File: config.mk
export PLATFORM = sky130hd
export DESIGN_NAME = ohsl_ram
export DESIGN_NICKNAME = d
export VERILOG_FILES = /design/src/rtl/core/assert_macros.svh /design/src/rtl/core/ohsl_ram.sv
export SDC_FILE = /design/constraint.sdc
export NUM_CORES = 1
export LEC_CHECK = 0
export BUFFER_PORTS_ARGS = -buffer_cell sky130_fd_sc_hd__buf_2
export CAP_MARGIN = 10
export CORE_MARGIN = 1.5
export CORE_UTILIZATION = 25
export CTS_CLUSTER_SIZE = 16
export DETAILED_ROUTE_END_ITERATION = 12
export PLACE_DENSITY = 0.49
export SLEW_MARGIN = 10
export SYNTH_ARGS = -nofsm -noshare
export SYNTH_HDL_FRONTEND = slang
export SYNTH_SLANG_ARGS = --single-unit
File: constraint.sdc
create_clock -name clock -period 1.6 [get_ports clock]
set_input_delay 0.08 -clock clock [delete_from_list [all_inputs] [get_ports clock]]
set_output_delay 0.08 -clock clock [all_outputs]
set_load 0.005 [all_outputs]
File: src/rtl/core/assert_macros.svh
// Assertion macros shared by the lookup core RTL.
`ifndef ASSERT_MACROS_SVH
`define ASSERT_MACROS_SVH
`ifndef SYNTHESIS
// Clocked property, ignored while reset is high.
`define OHSL_ASSERT(label, clk, rst, prop, msg) \
   label: assert property (@(posedge clk) disable iff (rst) prop) else $error(msg);
// Clocked property, checked during reset as well.
`define OHSL_ASSERT_ALWAYS(label, clk, prop, msg) \
   label: assert property (@(posedge clk) prop) else $error(msg);
`else
`define OHSL_ASSERT(label, clk, rst, prop, msg)
`define OHSL_ASSERT_ALWAYS(label, clk, prop, msg)
`endif
`endif

File: src/rtl/core/ohsl_ram.sv
// Generic single-write, single-read RAM with registered read data.
module ohsl_ram #(
   parameter int WIDTH = 8,
   parameter int DEPTH = 16
) (
   input  logic                     clock,
   input  logic                     wr_en,
   input  logic [$clog2(DEPTH)-1:0] wr_addr,
   input  logic [WIDTH-1:0]         wr_data,
   input  logic [$clog2(DEPTH)-1:0] rd_addr,
   output logic [WIDTH-1:0]         rd_data
);

   logic [WIDTH-1:0] mem_ff [DEPTH];
   logic [WIDTH-1:0] rd_data_ff;

   always_ff @(posedge clock) begin
      if (wr_en) mem_ff[wr_addr] <= wr_data;
      rd_data_ff <= mem_ff[rd_addr];
   end

   assign rd_data = rd_data_ff;

endmodule

==> results of run 1 <==
==> cells by family (layout without fill, tap and decap cells) <==
kind of cell / count (synthesis) / in the layout / synth area share
multiplexers: 32 / 32 / 0.150
buffers and inverters: 10 / 75 / 0.0168
flip-flops: 136 / 136 / 0.778
other: 0 / 1 / 0
AO/OA/AOI/OAI: 16 / 16 / 0.0233
AND/OR/NAND/NOR: 35 / 35 / 0.0318
==> power by group through the flow <==
| stage | Clock (mW) | Sequential (mW) | Combinational [mW] |
|---|---|---|---|
| 2_1_floorplan | 0 | 4.08 | 0.202 |
| 3_3_place_gp | 0 | 4.09 | 0.380 |
| 3_5_place_dp | 0 | 4.09 | 0.390 |
| 4_1_cts | 3.29 | 4.02 | 0.389 |
| 5_1_grt | 3.43 | 4.02 | 0.412 |
| 6_report | 3.21 | 4.02 | 0.378 |
==> layer usage <==
metal,track usage,vias up
met1,0.136,1256
met5,0,-
met4,0.0520,0
met3,0.0313,17
met2,0.179,68
li1,-,1082
==> worst min-delay path by stage <==
stage	depth (start not counted)	slack, ns	start	to
6_report	1	0.04	wr_data[7]	mem_ff[11][7]$_DFFE_PP_
5_1_grt	1	0.05	wr_data[0]	mem_ff[11][0]$_DFFE_PP_
4_1_cts	1	0.04	wr_data[7]	mem_ff[11][7]$_DFFE_PP_
3_5_place_dp	1	0.47	rd_data[3]$_DFF_P_	rd_data[3]
3_3_place_gp	1	0.47	wr_data[1]	mem_ff[8][1]$_DFFE_PP_
2_1_floorplan	0	0.18	wr_data[0]	mem_ff[0][0]$_DFFE_PP_
==> synthesized netlist by cell type, drive strengths merged (2+ instances only) <==
| cell | instances |
|---|---|
| a22oi | 16 |
| buf | 7 |
| clkdlybuf4s25 | 3 |
| dfxtp | 8 |
| edfxtp | 128 |
| mux4 | 32 |
| nand2 | 9 |
| nand2b | 2 |
| nand3b | 2 |
| nor2 | 13 |
| nor3 | 4 |
==> layout make-up <==
class	instances	area (um2)	area share
clock inverters	8	33.8	0.00546
repair buffers	45	313	0.0505
clock buffers	22	444	0.0717
flip-flops and latches	136	4000	0.647
well taps	270	338	0.0546
multi-input cells	83	1060	0.171
diodes	1	2.50	0.000404
==> registers in the layout, indices dropped and copies added (netlist names) <==
name	cells
rd_data	8
mem_ff	128
==> critical path: cells and delay by family (launching register included) <==
kind / cells / cell delay, ns
AND/OR/NAND/NOR: 1 / 0.10
AO/OA/AOI/OAI: 1 / 0.32
multiplexers: 1 / 0.51
flip-flops: 1 / 0.36
==> cell usage in the layout, fill, tap and decap left out, drive strengths merged <==
cell,synthesis,final
nor2b,1,1
or3b,1,1
clkbuf,0,22
nor2,13,13
mux4,32,32
nor3,4,4
nand3,1,1
a22oi,16,16
nand2b,2,2
edfxtp,128,128
buf,7,45
clkinv,0,8
and2,1,1
nand3b,2,2
dfxtp,8,8
and2b,1,1
nand2,9,9
diode,0,1
==> impl_metrics.toml, run 1 <==
[power]
cell_internal_pwr_mw = 6.07
p_leak_nw = 2.05
clkPwrFrac = 0.422
total_power_mw = 7.60
powerDensity_mw_per_mm2 = 1230
peakVddDrop_uv = 801
swShare = 0.202
power_frac_seq = 0.528
power.switching_mw = 1.53
pwr-share-comb = 0.050

[finish]
fill_cells = 1959
layout.nets = 301
stdcell_area_mm2 = 0.00619
layout.cells.non_filler = 565
drive_gt1_frac = 0.286
utilization = 0.306
synthToLayoutAreaGrowth_pct = 20.3

[worst_setup_path]
endpoint_kind = "register"
rr_endpoint = "rd_data[5]$_DFF_P_"
worstRegToRegCells = 3
rrSetupSlack_ns = 0.18
cp.required_ns = 1.89
cp-start-kind = "register"
slowest_delay_ns = 0.51
critPathCapture = "rd_data[5]$_DFF_P_"
crit_start = "mem_ff[0][5]$_DFFE_PP_"
critical_path_arrival_ns = 1.70
crit_chain = "mux4_1, a22oi_1, nand2_1"
slowest_stage = "mux4_1"
crit_type = "register to register"
r2r-start = "mem_ff[0][5]$_DFFE_PP_"
crit_fanout = 1

[sta]
relSlewSlack = 0.446
post-route-min-period_ns = 1.42
worst_slack_ns = 0.185
fin_hold_ws_ns = 0.0446
fmax_mhz = 707
clock_skew_ns = 0.00501
rsz0062_at_grt = "no"
hold_viol_final = 0
timing.final.crit_share = 0.884
slew_violations = 0
final-setup-viol-count = 0
tns_ns = 0
tightest_slew_ns = 0.830

[global_route]
antenna_found_initial = 1
overflow = 0
grt_pass1_vias = 2631
grt_max_degree = 33
grt_use_total = 0.110
grt_pass1_wl_um = 16500

[cts]
cts_made_buffers = 17
cts_tree = "built"
cts_root_buffer = "clkbuf_16"
htree_levels = 4
cts.clk_slew.worst_paths_ns = 0.05
cts.sinks = 136
cts_setup_buffers = 0
clock_path_buffers = 2
ctsHoldBuffers = 0
cts_resized = 0
insertion_delay_ns = 0.42

[placed_design]
place_ws_ns = 0.0241
port_buffers = 25
hpwlAfterDp_um = 7120
placed_area_mm2 = 0.00571
dp.cells = 534
gp_congestion = 0.798

[drt]
ant_nets = 0
wl_met3_um = 584
first_iter_violations = 145
dr.pass1.iters = 4
num_vias = 2423
wl_met1_um = 4640
wl_met2_um = 5460
post-route-drc-count = 0
drt-total-wl_um = 10900
routedWlPerCell_um = 19.3
vias_per_cell = 4.29
topRoutingLayerUsed = "met4"

[logic_synthesis]
yosysWarnings = 0
seq_area_frac_synth = 0.778
synth-edff-count = 128
synth-seq-cells = 136
synthCells = 229
synthTopCellsByArea = "edfxtp_1 75%, mux4_2 7.9%, mux4_1 7.1%"
syn_area_per_cell_um2 = 22.5
netlist-cell-type-count = 19
synthArstFlopShare = 0
yosys.area.top_type = "edfxtp_1"
yosysTopAreaCellShare = 0.747
ys.flop_type = "edfxtp_1"
synth_fp_nets = 247
netlist_area_mm2 = 0.00515

[floorplanning]
die_x_um = 146
io_pins = 26
start_util = 0.254
core_area_mm2 = 0.0202
die_area_mm2 = 0.0215
die_y_um = 146
rows = 52

[worst_hold_path]
hold_class = "input pin to register"

[flow_run]
drv_cap = 0

[run_status]
outcome = "finished, final reports clean"
(Power assumes the default switching activity.)
==> inputs of run 2 (changes only) <==
--- a/config.mk
+++ b/config.mk
@@ -5,13 +5,14 @@
 export SDC_FILE = /design/constraint.sdc
 export NUM_CORES = 1
 export LEC_CHECK = 0
-export BUFFER_PORTS_ARGS = -buffer_cell sky130_fd_sc_hd__buf_2
 export CAP_MARGIN = 10
 export CORE_MARGIN = 1.5
 export CORE_UTILIZATION = 25
 export CTS_CLUSTER_SIZE = 16
 export DETAILED_ROUTE_END_ITERATION = 12
-export PLACE_DENSITY = 0.49
+export DONT_BUFFER_PORTS = 1
+export PLACE_DENSITY = 0.48
+export RECOVER_POWER = 25
 export SLEW_MARGIN = 10
 export SYNTH_ARGS = -nofsm -noshare
 export SYNTH_HDL_FRONTEND = slang
==> run 2 against run 1 <==
Cell count is 1.2% lower. Die area is the same. Sequential power barely moved. Total power grew 4.1%. Sequential share of layout area decreased by 0.26 points. Worst setup slack got worse by 0.040 ns. Core utilization rose by 0.12 points. First-iteration DRC count increased by 21%. Critical endpoint is now mem_ff[0][1]$_DFFE_PP_. Largest power group unchanged.
==> impl_metrics.toml, run 2 (same netlist as run 1, synthesis figures left out) <==
[power]
swShare = 0.195
powerDensity_mw_per_mm2 = 1270
power_frac_seq = 0.507
power.switching_mw = 1.54
pwr-share-comb = 0.038
p_leak_nw = 2.01
cell_internal_pwr_mw = 6.37
peakVddDrop_uv = 736
clkPwrFrac = 0.454

[worst_setup_path]
crit_start = "wr_addr[0]"
worst-path-buf-inv = 3
slowest_stage = "dlygate4sd3_1"
r2r-start = "mem_ff[1][0]$_DFFE_PP_"
crit_type = "input pin to register"
cp.required_ns = 1.73
crit_fanout = 7
path_depth = 4
critical_path_arrival_ns = 1.59
crit_chain = "dlygate4sd3_1, nor3_1, dlygate4sd3_1, buf_4"
crit_family = "buffers and inverters"
endpoint_kind = "register"
cpMostUsedCell = "dlygate4sd3_1"
cp-start-kind = "input pin"
slowest_delay_ns = 0.59
worstRegToRegCells = 3

[placed_design]
port_buffers = 0
placed_area_mm2 = 0.00557
hpwlAfterDp_um = 6880
gp_congestion = 0.693
dp.cells = 512

[finish]
regMostFlops = "mem_ff"
layout_commonest_cell = "edfxtp_1"
drive_gt1_frac = 0.202
layout.cells.non_filler = 558
layout.nets = 292
utilization = 0.307
fill_cells = 1935
largest_reg_flops = 128
synthToLayoutAreaGrowth_pct = 20.8
stdcell_area_mm2 = 0.00622
most-common-layout-cells = "128 x edfxtp_1, 18 x mux4_2, 17 x clkbuf_16"

[sta]
post-route-min-period_ns = 1.45
relSlewSlack = 0.515
tns_ns = 0
rsz0062_at_grt = "no"
timing.final.crit_share = 0.909
slew_violations = 0
hold_viol_final = 0
tightest_slew_ns = 0.727
clock_skew_ns = 0.0113
fmax_mhz = 687
final-setup-viol-count = 0
fin_hold_ws_ns = 0.0218

[drt]
drt-total-wl_um = 11200
post-route-drc-count = 0
num_vias = 2429
first_iter_violations = 176
routedWlPerCell_um = 20.0
vias_per_cell = 4.35
ant_nets = 0
dr.pass1.iters = 4

[flow_run]
drv_cap = 0

[cts]
cts_made_buffers = 17
cts.clk_slew.worst_paths_ns = 0.05
htree_levels = 4
cts.sinks = 136
insertion_delay_ns = 0.42
cts_tree = "built"
cts_root_buffer = "clkbuf_16"
clock_path_buffers = 2

[run_status]
outcome = "finished, final reports clean"

[global_route]
grt_use_met1 = 0.143
use_met2 = 0.170
grt_pass1_vias = 2587
grt_max_degree = 33
antenna_found_initial = 1
grt_use_met3 = 0.0463
overflow = 0
grt_use_total = 0.112
busiest_layer = "met2"
grt_pass1_wl_um = 16600

[floorplanning]
start_util = 0.254
core_area_mm2 = 0.0202
io_pins = 26
die_y_um = 146
die_x_um = 146
die_area_mm2 = 0.0215
rows = 52

[worst_hold_path]
hold_depth = 3
min_from = "rd_addr[1]"
hold_class = "input pin to register"
-- run 2: area by class of cell --
cell class                      instances  area (um2)  share of cell area
Sequential cell                       136        4000               0.644
Multi-Input combinational cell         83        1060               0.170
Clock buffer                           19         433              0.0696
Tap cell                              270         338              0.0543
Timing Repair Buffer                   36         272              0.0437
Clock inverter                         13         111              0.0179
Antenna cell                            1        2.50            0.000402
-- run 2: worst reg2reg max path: cells and delay by family, from the launching register on --
family / cells / cell delay, ns
AND/OR/NAND/NOR: 1 / 0.15
multiplexers: 1 / 0.53
AO/OA/AOI/OAI: 1 / 0.23
flip-flops: 1 / 0.37
-- run 2: power by group through the flow --
stage	clock network, mW	registers (mW)	logic (mW)
final	3.60	4.02	0.302
after global routing	3.82	4.02	0.333
after CTS	3.68	4.02	0.316
after detailed placement	0	4.09	0.231
after global placement	0	4.09	0.232
after floorplan	0	4.08	0.202
-- run 2: final timing paths --
path | end | slack [ns]
max | mem_ff[0][1]$_DFFE_PP_ | 0.15
min | rd_data[5]$_DFF_P_ | 0.02
max reg2reg | rd_data[0]$_DFF_P_ | 0.17
min reg2reg | rd_data[5]$_DFF_P_ | 0.67
-- run 2: through the flow --
stage	setup slack, ns	power, mW
after floorplan	0.0271	4.28
after global placement	0.152	4.32
after detailed placement	0.169	4.32
after CTS	0.0556	8.02
after global routing	0.0851	8.18
final	0.145	7.91
-- run 2: timing repair --
action / 4_1_cts / 5_1_grt
resized for setup: 0 / 1
hold endpoints to repair: 136 / 0
hold buffers: 13 / 0
buffers inserted: 0 / 0
setup endpoints to repair: 0 / 2
-- run 2: layer usage --
layer  routed length, um  share of wire
met5                   0              0
met4                  59         0.0053
met3                 639          0.057
met2                5490           0.49
met1                5000           0.45
